<file path="src/hdl/sblp_fifo.sv">
// Short job queue between the front and back parts of the blur pass.
// No dependencies.
module sblp_fifo #(
  parameter int W     = 59,
  parameter int DEPTH = 2
) (
  input  logic         clk,
  input  logic         rst_n,
  input  logic         push,
  input  logic [W-1:0] wdata,
  output logic         full,
  input  logic         pop,
  output logic [W-1:0] rdata,
  output logic         empty
);

  localparam int AW = (DEPTH > 1) ? $clog2(DEPTH) : 1;

  logic [W-1:0]    data_r [DEPTH];
  logic [AW-1:0]   wp_r, wp_nxt, rp_r, rp_nxt;
  logic [AW:0]     cnt_r, cnt_nxt;

  assign full  = (cnt_r == (AW + 1)'(DEPTH));
  assign empty = (cnt_r == '0);
  assign rdata = data_r[rp_r];

  always_comb begin
    wp_nxt  = wp_r;
    rp_nxt  = rp_r;
    cnt_nxt = cnt_r;
    if (push) begin
      wp_nxt = (wp_r == AW'(DEPTH - 1)) ? '0 : wp_r + AW'(1);
    end
    if (pop) begin
      rp_nxt = (rp_r == AW'(DEPTH - 1)) ? '0 : rp_r + AW'(1);
    end
    if (push && !pop) begin
      cnt_nxt = cnt_r + (AW + 1)'(1);
    end else if (pop && !push) begin
      cnt_nxt = cnt_r - (AW + 1)'(1);
    end
  end

  always_ff @(posedge clk) begin
    if (push) begin
      data_r[wp_r] <= wdata;
    end
  end

  always_ff @(posedge clk) begin
    if (!rst_n) begin
      wp_r  <= '0;
      rp_r  <= '0;
      cnt_r <= '0;
    end else begin
      wp_r  <= wp_nxt;
      rp_r  <= rp_nxt;
      cnt_r <= cnt_nxt;
    end
  end

endmodule

</file>
<file path="config.mk">
export PLATFORM = sky130hd
export DESIGN_NAME = sblp_fifo
export DESIGN_NICKNAME = d
export VERILOG_FILES = /design/src/hdl/sblp_fifo.sv
export SDC_FILE = /design/constraint.sdc
export NUM_CORES = 1
export LEC_CHECK = 0
export BUFFER_PORTS_ARGS = -buffer_cell sky130_fd_sc_hd__buf_2
export CAP_MARGIN = 20
export CORE_MARGIN = 2
export CORE_UTILIZATION = 56
export DETAILED_ROUTE_END_ITERATION = 10
export PLACE_DENSITY_LB_ADDON = 0.25
export SETUP_SLACK_MARGIN = 0.4
export SLEW_MARGIN = 10
export SYNTH_ARGS = -nofsm -noshare
export SYNTH_HDL_FRONTEND = slang
export SYNTH_SLANG_ARGS = --single-unit
export TNS_END_PERCENT = 50
</file>
<file path="constraint.sdc">
create_clock -name clk -period 11.9 [get_ports clk]
set_input_delay 2.38 -clock clk [delete_from_list [all_inputs] [get_ports clk]]
set_output_delay 2.38 -clock clk [all_outputs]
set_load 0.01 [all_outputs]
</file>
Word-level counts from Yosys, hierarchy flattened
Memories as Yosys holds them, arrays and structs flattened. A register that Yosys moved wholly into a read port is not among the register bits.
Index checks and enable logic that the tools add are counted.
{"block": "op_classes", "addsub": 4, "eq_ne": 1, "muxes": 8, "reduce_logical": 6}
{"op": "$mux W1", "count": 6}
{"op": "$mux W2", "count": 2}
{"op": "$add A1 B1 Y1 const B", "count": 2}
{"op": "$add A2 B1 Y2 const B", "count": 1}
{"op": "$eq A2 B2 Y1 const B", "count": 1}
{"op": "$logic_and A1 B1 Y1", "count": 2}
{"op": "$logic_not A1 Y1", "count": 2}
{"op": "$logic_not A2 Y1", "count": 1}
{"op": "$reduce_bool A2 Y1", "count": 1}
{"op": "$sub A2 B1 Y2 const B", "count": 1}
{"block": "word_totals", "regBits": 4, "ramBits": 118, "out_inout_bits": 61, "memories": 1}
{"memory": "data_r", "words": 2, "width": 59, "read_ports": 1, "rd_clocked_by_memory_dff": 1, "write_ports": 1, "line_no": "19", "source": "logic [W-1:0] data_r [DEPTH];"}

Longest topological paths before layout
Gate-level depths: netlist (run 1).
{"block": "logic_depth", "word_depth": 4, "depth_mapped": 5, "mapped_depth_nobuf": 5}

Least setup slack after synthesis (run 1)
No wires, ideal clock.
{"block": "synth_path", "path_type": "input-to-reg", "from": "input push", "to": "memory data_r[0][0], enable pin", "setup_time_ns": 0.484, "arrival_time_ns": 5.012, "path_slack_ns": 6.404, "path_stages": 1, "cell_sequence": "nor2b_1"}
{"block": "synth_between", "elab_chain_cells": 2}
{"element": "start, declared", "line_no": "9", "source": "input logic push,"}
{"element": "$mux W1", "line_no": "45", "source": "if (push) begin"}
{"element": "$mux W1 (implied by the code)", "line_no": "46", "source": "data_r[wp_r] <= wdata;"}
{"element": "end, declared", "line_no": "19"}
No other way between the ends.

==> results of run 1 <==
worst max path at each step:
stage               startpoint                endpoint  slack [ns]  cells after the start
floorplan                 push  data_r[0][0]$_DFFE_PP_        6.40                      1
global placement     flip-flop               rdata[15]        7.71                      3
detailed placement   flip-flop               rdata[15]        7.73                      3
CTS                  flip-flop               rdata[15]        7.21                      3
global route         flip-flop               rdata[15]        7.11                      3
finish               flip-flop               rdata[15]        7.25                      3
state kept, by name, indices dropped and copies added (netlist names), named ones only:
register and cells:
rp_r 1, cnt_r 2, data_r 118, wp_r 1
final cells by class:
cell class	instances	area (sq um)	area share, %
sequential	123	3640	62.8
clock buffer	18	418	7.20
tap	102	128	2.20
multi-input combinational	75	823	14.2
inverter	1	3.75	0.0647
timing repair buffer	126	638	11.0
clock inverter	14	148	2.54
placed cells by master (no fill, tap or decap), drive strengths merged:
master	synthesis	layout
nor2	1	1
mux2	59	59
bufinv	0	2
o21ai	1	1
xnor2	1	1
inv	1	3
nor2b	3	3
and2	4	4
clkinvlp	0	6
xor2	2	2
ha	1	1
clkbuf	0	18
clkinv	0	4
edfxtp	118	118
buf	7	126
dfxtp	5	5
o21a	1	1
or3	1	1
a21boi	1	1
power groups by stage:
stage	combinational, mW	sequential (mW)	clock [mW]
after global placement	0.0960	0.517	0
after detailed placement	0.0970	0.518	0
after floorplan	0.0603	0.515	0
after CTS	0.0980	0.510	0.480
final	0.0966	0.509	0.474
after global routing	0.105	0.512	0.498
routing by layer:
metal / global-route usage, % / wire length, um
met5: 0 / 0
met4: 5.92 / 78
met3: 6.10 / 401
met2: 30.5 / 3990
met1: 22.3 / 3190
critical path, cell delays in order (launching register included):
cell	delay [ns]
dfxtp_2	0.62
buf_4	0.59
mux2_2	0.42
buf_2	0.14
cell usage after synthesis, drive strengths merged:
| cell | count |
|---|---|
| ha | 1 |
| and2 | 4 |
| nor2b | 3 |
| nor2 | 1 |
| o21a | 1 |
| o21ai | 1 |
| xor2 | 2 |
| dfxtp | 5 |
| buf | 7 |
| or3 | 1 |
| xnor2 | 1 |
| inv | 1 |
| mux2 | 59 |
| edfxtp | 118 |
| a21boi | 1 |
kinds of logic (layout without fill, tap and decap cells):
| logic type | Yosys count | in the layout | synth area share (%) |
|---|---|---|---|
| flip-flops | 123 | 123 | 80.6 |
| multiplexers | 59 | 59 | 15.5 |
| AND/OR/NAND/NOR | 9 | 9 | 1.19 |
| buffers and inverters | 8 | 159 | 1.36 |
| AO/OA/AOI/OAI | 3 | 3 | 0.443 |
| XOR/XNOR | 3 | 3 | 0.582 |
| adder cells (fa/ha/maj) | 1 | 1 | 0.277 |
==> metrics, run 1 <==
Port Buf Inserts roughly 120; setup TNS 0 ns; hold path cells 2; Max Cap Viol 0; grt ovf 0; vias in the first global route between 2000 and 2500; post-cts sizing count 0; worst-margin pin slew between 0.8 and 0.9 ns; dpl ws 7.73 ns; Antenna diodes 0; Setup violations, final 0; Power Density roughly 190 nW/um^2; Syn Inst Count roughly 210; Die Ht 93.8 um; Setup Skew about 0.0055 ns; Hold Path Origin cnt_r[1]$_SDFFE_PN0P_; FF+latch count, synth roughly 120; Netlist cell types 18; static leakage 2.22 nW; Worst Hold Class reg2reg; largest net degree at the start of global routing 60; total CTS buffers 17; global-route wire length before repair around 12 mm; Comb power frac approximately 8.9%; WHS around 0.55 ns; post-layout instance area slightly below 6000 sq um; CTS Hold Buffers Added 0; Worst EP required roughly 9.5 ns; Crit. End Element primary output; Finished Layout Cells 459; initial antenna violation count 0; fmax roughly 220 MHz; Die Area about 9000 sq um; dpl hpwl 4.85 mm; Net Sw Power between 0.2 and 0.25 mW; DRC Markers 0; Final nets slightly above 400; mapped cell area roughly 4500 sq um; Slew headroom 44.9%; Slew Viols, Final 0; area leader, netlist edfxtp_1; Hold EP cnt_r[1]$_SDFFE_PN0P_; Routed WL per cell 16.7 um; Ports 124; Bufs on Longest Clock Path 2; Clock Sinks around 120; Pwr Total about 1.1 mW; Routed WL between 7 and 8 mm; power share of the clock group 43.9%; period utilization 39.0%; critical path type reg2out; Critical Path Start Type flip-flop; Placer Congestion roughly 0.68; largest fanout on the critical path between 40 and 50; layout cells sized above 1 60.8%; placed insts ~430; post-synthesis sequential area ratio slightly above 80%; CTS tree yes; cell-internal power ~0.85 mW; Core ar. 7770 sq um; Die X between 90 and 100 um; placed cell area roughly 5200 sq um; top-area cell type share of the netlist area roughly 80%; # rows 32; min Tclk post-route ~4.6 ns; Clock transition at path regs approximately 0.05 ns; via count between 2000 and 2500; synth-to-layout area growth 28.4%; Hold Fails Final Rpt 0; GRT Overall Usage roughly 18%; Post-DRT Antenna Nets 0; setup bufs post-CTS 0; RSZ-0062 raised after global routing false; Seq pwr share 47.1%; top cells by area, synth edfxtp_1 78%, mux2_2 12%, mux2_4 3.3%; Sw Share between 20% and 30%; worst r2r path cells 2; initial core utilization around 58%; Fill cells 494; status finished clean; clk_lat worst skew between 0.4 and 0.5 ns; Post-Syn Nets 270; RR Startpoint wp_r$_SDFFE_PN0P_; Max IR drop VDD 0.152 mV; Avg Inst Size Synth about 22 sq um; final core utilization between 70% and 80%; Yosys warnings 0; Root Buffer Master clkbuf_8; H-Tree Depth 4; Vias/cell ~5; DRT iter0 DRCs ~160; worst setup margin 7.25 ns; DRT Pass-1 Iters 5; Crit path arrival time around 2.3 ns; reg-to-reg critical path endpoint data_r[0][52]$_DFFE_PP_; R2R setup slack 9.99 ns
(Power assumes the default switching activity.)
==> run 2: changes to the inputs <==
- CORE_UTILIZATION: 56 -> 52
- clock period: 11.9 -> 4.4 ns (I/O delays scaled with it)
==> run 2 against run 1 <==
Clock-buffer cell count up 1. Core utilization shrank 6.4 points. Largest power group is now the clock network. Routed wire length shrank 2.5%. Critical endpoint is now rdata[2]. Clock power grew to 3.0 times the previous value. Cell count is 1.5% higher. Global-route usage shrank 1.4 points. Sequential power increased to 2.7 times the previous value.
==> metrics, run 2 (synthesis results as in run 1) <==
initial core utilization between 50 and 60%; Setup violations, final 0; CTS tree yes; Bufs on Longest Clock Path 2; placed cell area between 5000 and 6000 sq um; fmax about 340 MHz; biggest regs data_r: 118 flops, cnt_r: 2 flops; critical path type reg2out; reg-to-reg critical path endpoint data_r[1][26]$_DFFE_PP_; Critical Path Start Type flip-flop; DRC Markers 0; H-Tree Depth 4; status finished clean; Max IR drop VDD roughly 0.33 mV; via count 2333; post-cts sizing count 0; setup bufs post-CTS 0; Worst EP required around 3.5 ns; Post-DRT Antenna Nets 0; RSZ-0062 raised after global routing false; Die Ht ~97 um; RR Startpoint wp_r$_SDFFE_PN0P_; Root Buffer Master clkbuf_8; Clock transition at path regs about 0.050 ns; commonest cells after routing, fill and taps aside 123 x buf_2, 118 x edfxtp_1, 49 x mux2_2, 16 x clkbuf_16, 10 x mux2_4; R2R setup slack 2.45 ns; dpl hpwl 4.55 mm; min Tclk post-route around 2.9 ns; Biggest register data_r; Routed WL around 7.5 mm; Routed WL per cell 16.0 um; Vias/cell between 5 and 6; Final nets approximately 400; Max Cap Viol 0; Worst Hold Class reg2reg; global-route wire length before repair 11.8 mm; Finished Layout Cells 466; placed insts 433; Placer Congestion between 0.7 and 0.8; Port Buf Inserts 123; clk_lat worst skew about 0.5 ns; worst-margin pin slew 0.969 ns; Core ar. 8590 sq um; synth-to-layout area growth 29.8%; Power Density 523 nW/um^2; WHS roughly 0.51 ns; Slew headroom between 30% and 40%; worst r2r path cells 2; GRT Overall Usage between 15 and 20%; commonest non-fill, non-tap cell in the layout buf_2; Crit path arrival time 2.03 ns; initial antenna violation count 0; Slew Viols, Final 0; total CTS buffers 17; Hold EP cnt_r[1]$_SDFFE_PN0P_; # rows 34; Die Area ~9500 sq um; Clock Sinks ~120; largest net degree at the start of global routing 61; Crit. End Element primary output; DRT iter0 DRCs 131; largest fanout on the critical path 59; number of flip-flops under the largest register name between 100 and 150; Hold Path Origin cnt_r[1]$_SDFFE_PN0P_; grt ovf 0; Ports ~120; CTS Hold Buffers Added 0; layout cells sized above 1 between 60% and 70%; Hold Fails Final Rpt 0; DRT Pass-1 Iters 4; Setup Skew roughly 0.0063 ns; setup TNS 0 ns; hold path cells 2; Critical Path Max Stage Delay 0.65 ns; ordered cell list for the critical path buf_4, mux2_2, buf_2; post-layout instance area around 6000 sq um; CP max stage cell buf_4; static leakage about 2.3 nW; vias in the first global route roughly 2500; Die X 97.2 um; period utilization about two thirds
## run 2: cell count changes in the layout (fill, tap and decap cells not counted), sizes merged
cell	delta
clkinv	+2
clkbuf	+1
inv	-2
diode	+1
clkinvlp	-4
bufinv	+3
## run 2: layout make-up
cell class / instances / area, sq um
timing repair buffer: 126 / 638
antenna: 1 / 2.50
multi-input combinational: 75 / 823
inverter: 1 / 3.75
fill: 618 / 2730
clock buffer: 19 / 422
sequential: 123 / 3640
tap: 108 / 135
clock inverter: 13 / 199
## run 2: power by group
| part | switching, mW | total [mW] | internal (mW) |
|---|---|---|---|
| registers | 0.0157 | 1.37 | 1.35 |
| logic | 0.134 | 0.265 | 0.131 |
| clock network | 0.463 | 1.43 | 0.971 |
## run 2: how the worst max path moves through the flow
stage	endpoint	cells past startpoint
6_report	rdata[2]	3
3_3_place_gp	data_r[1][58]$_DFFE_PP_	3
4_1_cts	rdata[2]	3
2_1_floorplan	data_r[0][0]$_DFFE_PP_	1
5_1_grt	rdata[2]	3
3_5_place_dp	data_r[1][58]$_DFFE_PP_	3
## run 2: worst max-delay path: cells and delay by family (launching register included)
family | cells | cell delay (ns)
buffers and inverters | 2 | 0.79
muxes | 1 | 0.44
DFF | 1 | 0.31
## run 2: routing by layer
layer,vias to the layer above,wire length [um],part of all wire [%],track usage (%)
li1,1095,-,-,-
met1,1131,2990,40,19.5
met2,99,3790,51,27.6
met3,8,594,7.9,6.83
met4,0,104,1.4,7.16
met5,-,0,0,0
## run 2: through the flow
step	util, %	power, mW	worst slack, ns
2_1_floorplan	-	1.55	0.404
3_3_place_gp	61.0	1.66	1.81
3_5_place_dp	61.0	1.66	1.80
4_1_cts	68.3	3.10	1.43
5_1_grt	68.3	3.17	1.36
6_report	68.3	3.07	1.49
