### src/hdl/sblp_pkg.sv
// Shared types and constants of the stack blur line pass.
// Holds the job descriptor and the fixed reciprocal tables; no dependencies.
package sblp_pkg;

  localparam int POS_W = 13;
  localparam int PTR_W = 7;
  localparam int RAD_W = 6;
  localparam int PIX_W = 32;
  localparam int ACC_W = 20;
  localparam int MUL_W = 10;
  localparam int SHR_W = 5;
  localparam int PROD_W = ACC_W + MUL_W;

  typedef struct packed {
    logic [PIX_W-1:0] pixel;
    logic [POS_W-1:0] pos;
    logic [PTR_W-1:0] ptr;
    logic [RAD_W-1:0] radius;
    logic             last;
  } job_t;

  localparam logic [MUL_W-1:0] MUL_TAB [64] = '{
    10'd512, 10'd512, 10'd456, 10'd512, 10'd328, 10'd456, 10'd335, 10'd512,
    10'd405, 10'd328, 10'd271, 10'd456, 10'd388, 10'd335, 10'd292, 10'd512,
    10'd454, 10'd405, 10'd364, 10'd328, 10'd298, 10'd271, 10'd496, 10'd456,
    10'd420, 10'd388, 10'd360, 10'd335, 10'd312, 10'd292, 10'd273, 10'd512,
    10'd482, 10'd454, 10'd428, 10'd405, 10'd383, 10'd364, 10'd345, 10'd328,
    10'd312, 10'd298, 10'd284, 10'd271, 10'd259, 10'd496, 10'd475, 10'd456,
    10'd437, 10'd420, 10'd404, 10'd388, 10'd374, 10'd360, 10'd347, 10'd335,
    10'd323, 10'd312, 10'd302, 10'd292, 10'd282, 10'd273, 10'd265, 10'd512
  };

  localparam logic [SHR_W-1:0] SHR_TAB [64] = '{
    5'd9,  5'd11, 5'd12, 5'd13, 5'd13, 5'd14, 5'd14, 5'd15,
    5'd15, 5'd15, 5'd15, 5'd16, 5'd16, 5'd16, 5'd16, 5'd17,
    5'd17, 5'd17, 5'd17, 5'd17, 5'd17, 5'd17, 5'd18, 5'd18,
    5'd18, 5'd18, 5'd18, 5'd18, 5'd18, 5'd18, 5'd18, 5'd19,
    5'd19, 5'd19, 5'd19, 5'd19, 5'd19, 5'd19, 5'd19, 5'd19,
    5'd19, 5'd19, 5'd19, 5'd19, 5'd19, 5'd20, 5'd20, 5'd20,
    5'd20, 5'd20, 5'd20, 5'd20, 5'd20, 5'd20, 5'd20, 5'd20,
    5'd20, 5'd20, 5'd20, 5'd20, 5'd20, 5'd20, 5'd20, 5'd21
  };

endpackage

### src/hdl/sblp_front.sv
// Input side: holds the radius register, tracks line position and window slot,
// and turns each accepted pixel into a job descriptor. Uses sblp_pkg.
module sblp_front import sblp_pkg::*; #(
  parameter int MAX_RADIUS = 63,
  parameter int MAX_LINE   = 4096
) (
  input  logic             clk,
  input  logic             rst_n,
  input  logic             cfg_valid,
  output logic             cfg_ready,
  input  logic [RAD_W-1:0] cfg_data,
  input  logic             in_tvalid,
  output logic             in_tready,
  input  logic [PIX_W-1:0] in_tdata,
  input  logic             in_tlast,
  input  logic             q_full,
  output logic             q_push,
  output job_t             q_job
);

  localparam int WIN = 2 * MAX_RADIUS + 1;
  localparam int AW  = $clog2(WIN);
  localparam int PW  = $clog2(MAX_LINE);

  logic [RAD_W-1:0] radius_r, radius_nxt;
  logic [PW-1:0]    pos_r, pos_nxt;
  logic [AW-1:0]    ptr_r, ptr_nxt;
  logic             last;
  logic [RAD_W-1:0] rad_eff;

  assign cfg_ready = 1'b1;
  assign in_tready = !q_full;
  assign q_push    = in_tvalid && !q_full;

  always_comb begin
    rad_eff = (radius_r > RAD_W'(MAX_RADIUS)) ? RAD_W'(MAX_RADIUS) : radius_r;
    last    = in_tlast || (pos_r >= PW'(MAX_LINE - 1));
    q_job.pixel  = in_tdata;
    q_job.pos    = POS_W'(pos_r);
    q_job.ptr    = PTR_W'(ptr_r);
    q_job.radius = rad_eff;
    q_job.last   = last;
    radius_nxt = cfg_valid ? cfg_data : radius_r;
    pos_nxt = pos_r;
    ptr_nxt = ptr_r;
    if (q_push) begin
      if (last) begin
        pos_nxt = '0;
        ptr_nxt = '0;
      end else begin
        pos_nxt = pos_r + PW'(1);
        ptr_nxt = (ptr_r == AW'(WIN - 1)) ? '0 : ptr_r + AW'(1);
      end
    end
  end

  always_ff @(posedge clk) begin
    if (!rst_n) begin
      radius_r <= RAD_W'(1);
      pos_r    <= '0;
      ptr_r    <= '0;
    end else begin
      radius_r <= radius_nxt;
      pos_r    <= pos_nxt;
      ptr_r    <= ptr_nxt;
    end
  end

endmodule

### config.mk
export PLATFORM = sky130hd
export DESIGN_NAME = sblp_front
export DESIGN_NICKNAME = d
export VERILOG_FILES = /design/src/hdl/sblp_pkg.sv /design/src/hdl/sblp_front.sv
export SDC_FILE = /design/constraint.sdc
export NUM_CORES = 1
export LEC_CHECK = 0
export BUFFER_PORTS_ARGS = -buffer_cell sky130_fd_sc_hd__buf_2
export CORE_MARGIN = 1.5
export CORE_UTILIZATION = 41
export DETAILED_ROUTE_END_ITERATION = 8
export PLACE_DENSITY_LB_ADDON = 0.1
export SETUP_SLACK_MARGIN = 0.4
export SYNTH_ARGS = -nofsm -noshare
export SYNTH_HDL_FRONTEND = slang
export SYNTH_SLANG_ARGS = --single-unit
### constraint.sdc
create_clock -name clk -period 2.15 [get_ports clk]
set_clock_uncertainty 0.1 [all_clocks]
set_input_delay 0.215 -clock clk [delete_from_list [all_inputs] [get_ports clk]]
set_output_delay 0.215 -clock clk [all_outputs]
set_load 0.01 [all_outputs]
# Yosys cells after proc, flatten, opt, wreduce, memory -nomap -nowiden
# Index checks and enable logic that the tools add are counted.
[classes]
n_eq_ne = 1
add_sub_neg = 2
n_mux = 4
order_cmp = 2
n_reduce_logical = 3
[ops]
columns = ["cell", "n"]
rows = [
  ["$mux W7", 2],
  ["$add A12 B1 Y12 const B", 1],
  ["$ge A12 B12 Y1 const B", 1],
  ["$mux W12", 1],
  ["$add A7 B1 Y7 const B", 1],
  ["$eq A7 B7 Y1 const B", 1],
  ["$gt A6 B6 Y1 const B", 1],
  ["$mux W6", 1],
  ["$logic_and A1 B1 Y1", 1],
  ["$logic_not A1 Y1", 1],
  ["$logic_or A1 B1 Y1", 1],
]
[word_totals]
reg_bits = 25
inputBits = 44
output_inout_bits = 62
elab_cells = 15

# Logic depth before layout (Yosys ltp)
# Gate-level depths: netlist (run 1).
[logic_depth]
depth_word = 3
mapped_depth = 7
depth_no_buf = 6

# Worst setup path after synthesis (run 1)
# No wires, ideal clock.
[synth_path]
path_type = "register to output"
startpoint = "register pos_r[0]"
endpoint = "output q_job[0] (netlist name)"
t_arrival_ns = 1.382
required_time_ns = 1.835
slack_ns = 0.453
path_stages_with_launch = 7
path_buffers = 2
cell_sequence = "dfxtp_1 ha_1 and4_1 a31oi_4 buf_6 inv_1 buf_4"
[synth_between]
elab_chain_cells = 2
[synth_rtl]
columns = ["element", "line", "text"]
rows = [
  ["start: declaration", "sblp_front.sv:26", "logic [PW-1:0] pos_r, pos_nxt;"],
  ["start signal: assignment", "sblp_front.sv:64", "pos_r <= pos_nxt;"],
  ["$ge A12 B12 Y1", "sblp_front.sv:37", "last = in_tlast || (pos_r >= PW'(MAX_LINE - 1));"],
  ["$logic_or A1 B1 Y1", "sblp_front.sv:37", ""],
  ["end: declaration", "sblp_front.sv:18", "output job_t q_job"],
]
# Every way passes these cells.

==> flow_metrics.env, run 1 <==
export IMPL_synth_edff_count=0
export IMPL_crit_path_end_kind="output port"
export IMPL_leakagePower_nw=0.662
export IMPL_diodes=0
export IMPL_grt_util_all_layers_pct=16.9
export IMPL_critical_path_startpoint_type="flip-flop"
export IMPL_finalCritPeriodShare_pct=78.5
export IMPL_ys_flop_type="dfxtp_1"
export IMPL_via_per_inst=5.39
export IMPL_synth_compound_area_share_pct=9.62
export IMPL_core_area_sq_um=3420
export IMPL_numCtsBuffers=3
export IMPL_drive_gt1_share_pct=32.6
export IMPL_rsz0062_at_grt="true"
export IMPL_nets=229
export IMPL_rows=21
export IMPL_avgRoutedWirePerCell_um=14.4
export IMPL_grt_pass1_vias=1175
export IMPL_h_tree_depth=1
export IMPL_r2r_end="ptr_r[5]"
export IMPL_ios=106
export IMPL_die_x_um=63.4
export IMPL_fmax_mhz=592
export IMPL_synth_xor_area_share_pct=3.51
export IMPL_route_detailed_drc=0
export IMPL_synth_nets=225
export IMPL_clkTransAtPathRegs_ns=0.12
export IMPL_finalSetupTns_ns=0
export IMPL_area_growth_pct=3.10
export IMPL_async_flop_share_pct=0
export IMPL_grt_max_degree=16
export IMPL_crit_start="pos_r[1]"
export IMPL_die_area_sq_um=4020
export IMPL_syn_mean_instance_area_sq_um=8.40
export IMPL_yosys_warnings=0
export IMPL_clk_latency_ns=0.31
export IMPL_clockRootBuffer="clkbuf_4"
export IMPL_synth_mux_area_share_pct=4.02
export IMPL_cp_max_fo=3
export IMPL_gp_congestion=0.781
export IMPL_synthAdderAreaFrac_pct=2.51
export IMPL_clock_sinks=25
export IMPL_dpl_cell_area_sq_um=1430
export IMPL_fin_area_sq_um=1540
export IMPL_path_class="flip-flop to output port"
export IMPL_r2r_slack_ns=0.56
export IMPL_critical_path_arrival_ns=1.37
export IMPL_chipHeight_um=63.4
export IMPL_report_final_hold_viol_count=0
export IMPL_synth_cells=178
export IMPL_power_density_nw_per_um2=496
export IMPL_min_period_ns=1.69
export IMPL_drt_iter0_drc=76
export IMPL_r2r_cells=6
export IMPL_critical_path_required_ns=1.84
export IMPL_crit_end="q_job[0]"
export IMPL_dr_pass1_iters=4
export IMPL_drv_cap=0
export IMPL_antenna_left=0
export IMPL_grt_pass1_wl_um=5350
export IMPL_ys_ff_latch=25
export IMPL_antenna_found_initial=0
export IMPL_overflow=0
export IMPL_reg2reg_from="pos_r[1]"
export IMPL_clk_path_buf_depth=2
export IMPL_cts_tree="done"
export IMPL_drv_slew=0
export IMPL_num_vias=1224
export IMPL_ir_worst_vdd_v=0.000233
export IMPL_ys_seq_area_share_pct=33.5
export IMPL_synth_area_sq_um=1500
export IMPL_yosys_area_share_simple_pct=23.5
export IMPL_start_util_pct=43.8
export IMPL_ys_types=36
export IMPL_hold_class="primary input to flip-flop"
export IMPL_wl_um=3270
export IMPL_status="completed"
export IMPL_synth_top_family_by_area="simple AND/OR/NAND/NOR gates"
export IMPL_io_buffers=39
export IMPL_finalSetupViolations=0
export IMPL_hpwl_um=2340
## worst max-delay path, cell delays in order, from the launching register on
cell	delay [ns]
dfxtp_4	0.38
ha_4	0.16
and4_4	0.17
a31oi_4	0.19
inv_1	0.05
buf_2	0.13
## routing by layer
metal  GRT usage, %  up-vias  share of wire, %  wire [um]
met1           19.6      558                42       1370
met5              0        -                 0          0
met4           15.5        0               7.4        240
met2           26.6       35                44       1450
li1               -      585                 -          -
met3           2.32       46               6.4        210
## timing repair
action / 4_1_cts / 5_1_grt
gates resized for setup: 6 / 4
pin swaps: 2 / 2
endpoints found under the hold margin: 1 / 0
endpoints found under the setup margin: 15 / 8
hold buffers: 2 / 0
setup buffers: 3 / 1
## layout make-up
class,instances,area [sq um]
multi-input cells,101,676
well taps,46,57.6
fillers,363,1870
clock buffers,4,26.3
flip-flops and latches,25,510
inverters,5,18.8
repair buffers,46,253
## cells in the mapped netlist, types with 2 or more instances
| cell type | instances | share of area [%] |
|---|---|---|
| xor2_1 | 6 | 3.5 |
| o21ai_0 | 3 | 1.0 |
| conb_1 | 2 | 0.50 |
| inv_1 | 4 | 1.0 |
| and3_1 | 3 | 1.3 |
| and4b_1 | 2 | 1.3 |
| mux2i_1 | 6 | 4.0 |
| a31oi_1 | 5 | 2.1 |
| nand3_1 | 8 | 2.7 |
| a21oi_1 | 5 | 1.7 |
| buf_4 | 35 | 18 |
| nor2_1 | 16 | 4.0 |
| or3_1 | 2 | 0.84 |
| buf_6 | 2 | 1.5 |
| nand2_1 | 13 | 3.3 |
| a32oi_1 | 2 | 1.2 |
| nand4_1 | 6 | 2.5 |
| dfxtp_1 | 25 | 33 |
| ha_1 | 3 | 2.5 |
| nand4b_1 | 6 | 3.5 |
| clkbuf_1 | 9 | 2.3 |
## power by group
part           internal [mW]  switching [mW]
clock network         0.0724           0.133
logic                 0.0348          0.0486
registers              0.470         0.00539
## cells in the final DEF (no fill, tap or decap), types with 2 or more instances in the layout
master         instances
nand2_1               13
mux2i_1                6
inv_1                  4
a31oi_1                5
and4_4                 2
o21ai_0                3
ha_1                   2
and4b_1                2
dlygate4sd3_1          2
clkbuf_4               3
nand3_1                8
buf_4                  5
xor2_1                 6
or3_1                  2
and3_1                 3
conb_1                 2
a32oi_1                2
dfxtp_4                2
a21oi_1                5
nor2_1                16
dfxtp_1               21
dfxtp_2                2
nand4_1                6
buf_2                 39
nand4b_1               6
## sequential cells by signal, summed over array words and instances, names as in the netlist
signal,count
pos_r,12
ptr_r,7
radius_r,6
## per-stage QoR
stage	power [mW]	cells	hold WS (ns)	utilization, %	setup slack (ns)
floorplan	0.603	178	0.177	-	0.453
global placement	0.561	217	0.323	41.9	0.383
detailed placement	0.563	217	0.328	41.9	0.317
CTS	0.780	226	0.0184	44.5	0.408
global route	0.818	227	0.0326	45.1	0.371
finish	0.765	227	0.0370	45.1	0.461
## cells by family (layout without fill, tap and decap cells)
| logic type | after synthesis | after routing |
|---|---|---|
| buf+inv | 52 | 55 |
| other cells | 2 | 2 |
| fa+ha+maj | 3 | 3 |
| flops | 25 | 25 |
| compound gates | 20 | 20 |
| xor+xnor | 6 | 6 |
| mux | 6 | 6 |
| simple gates | 64 | 64 |
## worst min-delay path by stage
stage	start	end	slack [ns]	cells after the start
after global routing	cfg_data[4]	radius_r[4]	0.03	3
after detailed placement	rst_n	radius_r[0]	0.33	2
after CTS	cfg_data[5]	radius_r[5]	0.02	3
final	cfg_data[2]	radius_r[2]	0.04	3
after global placement	rst_n	radius_r[0]	0.32	2
after floorplan	rst_n	radius_r[0]	0.18	1
Power figures use the tool's default switching activity.
==> inputs of run 2 (changes only) <==
--- a/config.mk
+++ b/config.mk
@@ -7,7 +7,7 @@
 export LEC_CHECK = 0
 export BUFFER_PORTS_ARGS = -buffer_cell sky130_fd_sc_hd__buf_2
 export CORE_MARGIN = 1.5
-export CORE_UTILIZATION = 41
+export CORE_UTILIZATION = 37
 export DETAILED_ROUTE_END_ITERATION = 8
 export PLACE_DENSITY_LB_ADDON = 0.1
 export SETUP_SLACK_MARGIN = 0.4
==> constraint.sdc (replaced) <==
create_clock -name clk -period 1.45 [get_ports clk]
set_clock_uncertainty 0.1 [all_clocks]
set_input_delay 0.145 -clock clk [delete_from_list [all_inputs] [get_ports clk]]
set_output_delay 0.145 -clock clk [all_outputs]
set_load 0.01 [all_outputs]
==> flow_metrics.env, run 2 (synthesis gave the netlist of run 1 again) <==
export IMPL_gr_usage_met1_pct=24.2
export IMPL_nFillCells=345
export IMPL_tightest_slew_ns=0.502
export IMPL_use_met3_pct=4.39
export IMPL_status="finished with violations"
export IMPL_hold_class="primary input to flip-flop"
export IMPL_grt_pass1_wl_um=5870
export IMPL_clk_latency_ns=0.27
export IMPL_via_per_inst=5.19
export IMPL_path_cells="ha_4, and4_4, a31oi_4, buf_6, inv_2, buf_6"
export IMPL_avgRoutedWirePerCell_um=14.6
export IMPL_drv_slew=0
export IMPL_diodes=0
export IMPL_crit_family="flip-flops"
export IMPL_core_area_sq_um=3770
export IMPL_final_cell_mix="buf_6 (27), buf_2 (25), nor2_1 (15), buf_4 (14), nand2_1 (12)"
export IMPL_io_buffers=39
export IMPL_path_class="flip-flop to output port"
export IMPL_route_detailed_drc=0
export IMPL_max_stage_delay_ns=0.37
export IMPL_regMostFlops="pos_r"
export IMPL_fmax_mhz=631
export IMPL_finalSetupTns_ns=-1.60
export IMPL_start_util_pct=39.6
export IMPL_rows=22
export IMPL_largestRegisters="pos_r: 12 flops, ptr_r: 7 flops, radius_r: 6 flops"
export IMPL_wl_um=3670
export IMPL_antenna_left=0
export IMPL_nets=252
export IMPL_largest_reg_flops=12
export IMPL_cts_tree="done"
export IMPL_path_buf_inv=3
export IMPL_crit_top_cell="buf_6"
export IMPL_critical_path_arrival_ns=1.34
export IMPL_finalSetupViolations=17
export IMPL_final_common_cell="buf_6"
export IMPL_worst_slack_ns=-0.135
export IMPL_dr_pass1_iters=4
export IMPL_ios=106
export IMPL_grt_max_degree=16
export IMPL_power_density_nw_per_um2=645
export IMPL_grt_pass1_vias=1237
export IMPL_antenna_found_initial=0
export IMPL_numCtsBuffers=3
export IMPL_min_period_ns=1.58
export IMPL_area_growth_pct=31.9
export IMPL_drive_gt1_share_pct=53.9
export IMPL_rsz0062_at_grt="true"
export IMPL_gr_max_usage_layer="met2"
export IMPL_critical_path_startpoint_type="flip-flop"
export IMPL_grt_util_all_layers_pct=17.3
export IMPL_clockRootBuffer="clkbuf_8"
export IMPL_leakagePower_nw=0.833
export IMPL_cp_slowest_cell="dfxtp_4"
export IMPL_crit_path_end_kind="output port"
export IMPL_drv_cap=0
export IMPL_ir_worst_vdd_v=0.000537
export IMPL_relSlewSlack_pct=66.5
export IMPL_h_tree_depth=1
export IMPL_hpwl_um=2510
export IMPL_finalCritPeriodShare_pct=109
export IMPL_cp_max_fo=2
export IMPL_die_x_um=66.6
export IMPL_chipHeight_um=66.6
export IMPL_violations="setup timing"
export IMPL_critical_path_required_ns=1.21
export IMPL_fin_hold_ws_ns=0.00711
export IMPL_clock_sinks=25
export IMPL_num_vias=1309
export IMPL_report_final_hold_viol_count=0
export IMPL_clk_path_buf_depth=2
export IMPL_gp_congestion=0.774
export IMPL_clkTransAtPathRegs_ns=0.09
export IMPL_gr_usage_met2_pct=24.4
export IMPL_overflow=0
export IMPL_die_area_sq_um=4430
export IMPL_drt_iter0_drc=76
-- run 2: worst reg2reg max path, stage by stage (launching register included) --
cell	delay, ns
dfxtp_4	0.37
ha_4	0.13
and4_4	0.21
a31oi_4	0.08
buf_4	0.15
buf_12	0.12
o21ai_4	0.22
nor2_1	0.08
-- run 2: report_power, final --
group          internal [mW]  total [mW]  leakage, nW  switching, mW
logic                 0.0740       0.159        0.592         0.0854
registers              0.680       0.689        0.216        0.00860
clock network          0.193       0.424       0.0255          0.231
total                  0.947        1.27        0.833          0.325
-- run 2: final timing paths --
check         startpoint           to  slack (ns)  cells after the start
min          cfg_data[5]  radius_r[5]       0.007                      3
max             pos_r[1]     q_job[0]       -0.13                      6
min reg2reg  radius_r[0]  radius_r[0]        0.39                      2
max reg2reg     pos_r[0]     pos_r[8]       -0.13                      7
-- run 2: repair_timing --
action	in CTS	in global routing
pin swaps	7	5
cloned	1	0
setup endpoints to repair	36	40
resized for setup	39	14
hold endpoints to repair	1	0
buffers inserted	8	3
hold buffers	1	0
-- run 2: stage by stage --
| step | std cells | power (mW) | setup slack, ns | area, sq um | util, % |
|---|---|---|---|---|---|
| floorplan | 178 | 0.887 | -0.0158 | 1560 | - |
| global placement | 235 | 0.838 | -0.0187 | 1620 | 43.0 |
| detailed placement | 235 | 0.840 | -0.0855 | 1620 | 43.0 |
| CTS | 249 | 1.28 | -0.183 | 1890 | 50.2 |
| global route | 252 | 1.34 | -0.189 | 1970 | 52.3 |
| finish | 252 | 1.27 | -0.135 | 1970 | 52.3 |
-- run 2: area by class of cell --
type	instances	area (sq um)	area share, %
Sequential cell	25	552	28.0
Timing Repair Buffer	68	564	28.6
Multi-Input combinational cell	102	726	36.8
Tap cell	48	60.1	3.05
Clock inverter	1	5.00	0.254
Inverter	5	23.8	1.21
Clock buffer	3	41.3	2.09
-- run 2: per-layer routing --
layer | up-vias | part of all wire (%)
met2 | 63 | 44
met4 | 0 | 3.6
li1 | 632 | -
met1 | 586 | 44
met3 | 28 | 8.2
met5 | - | 0
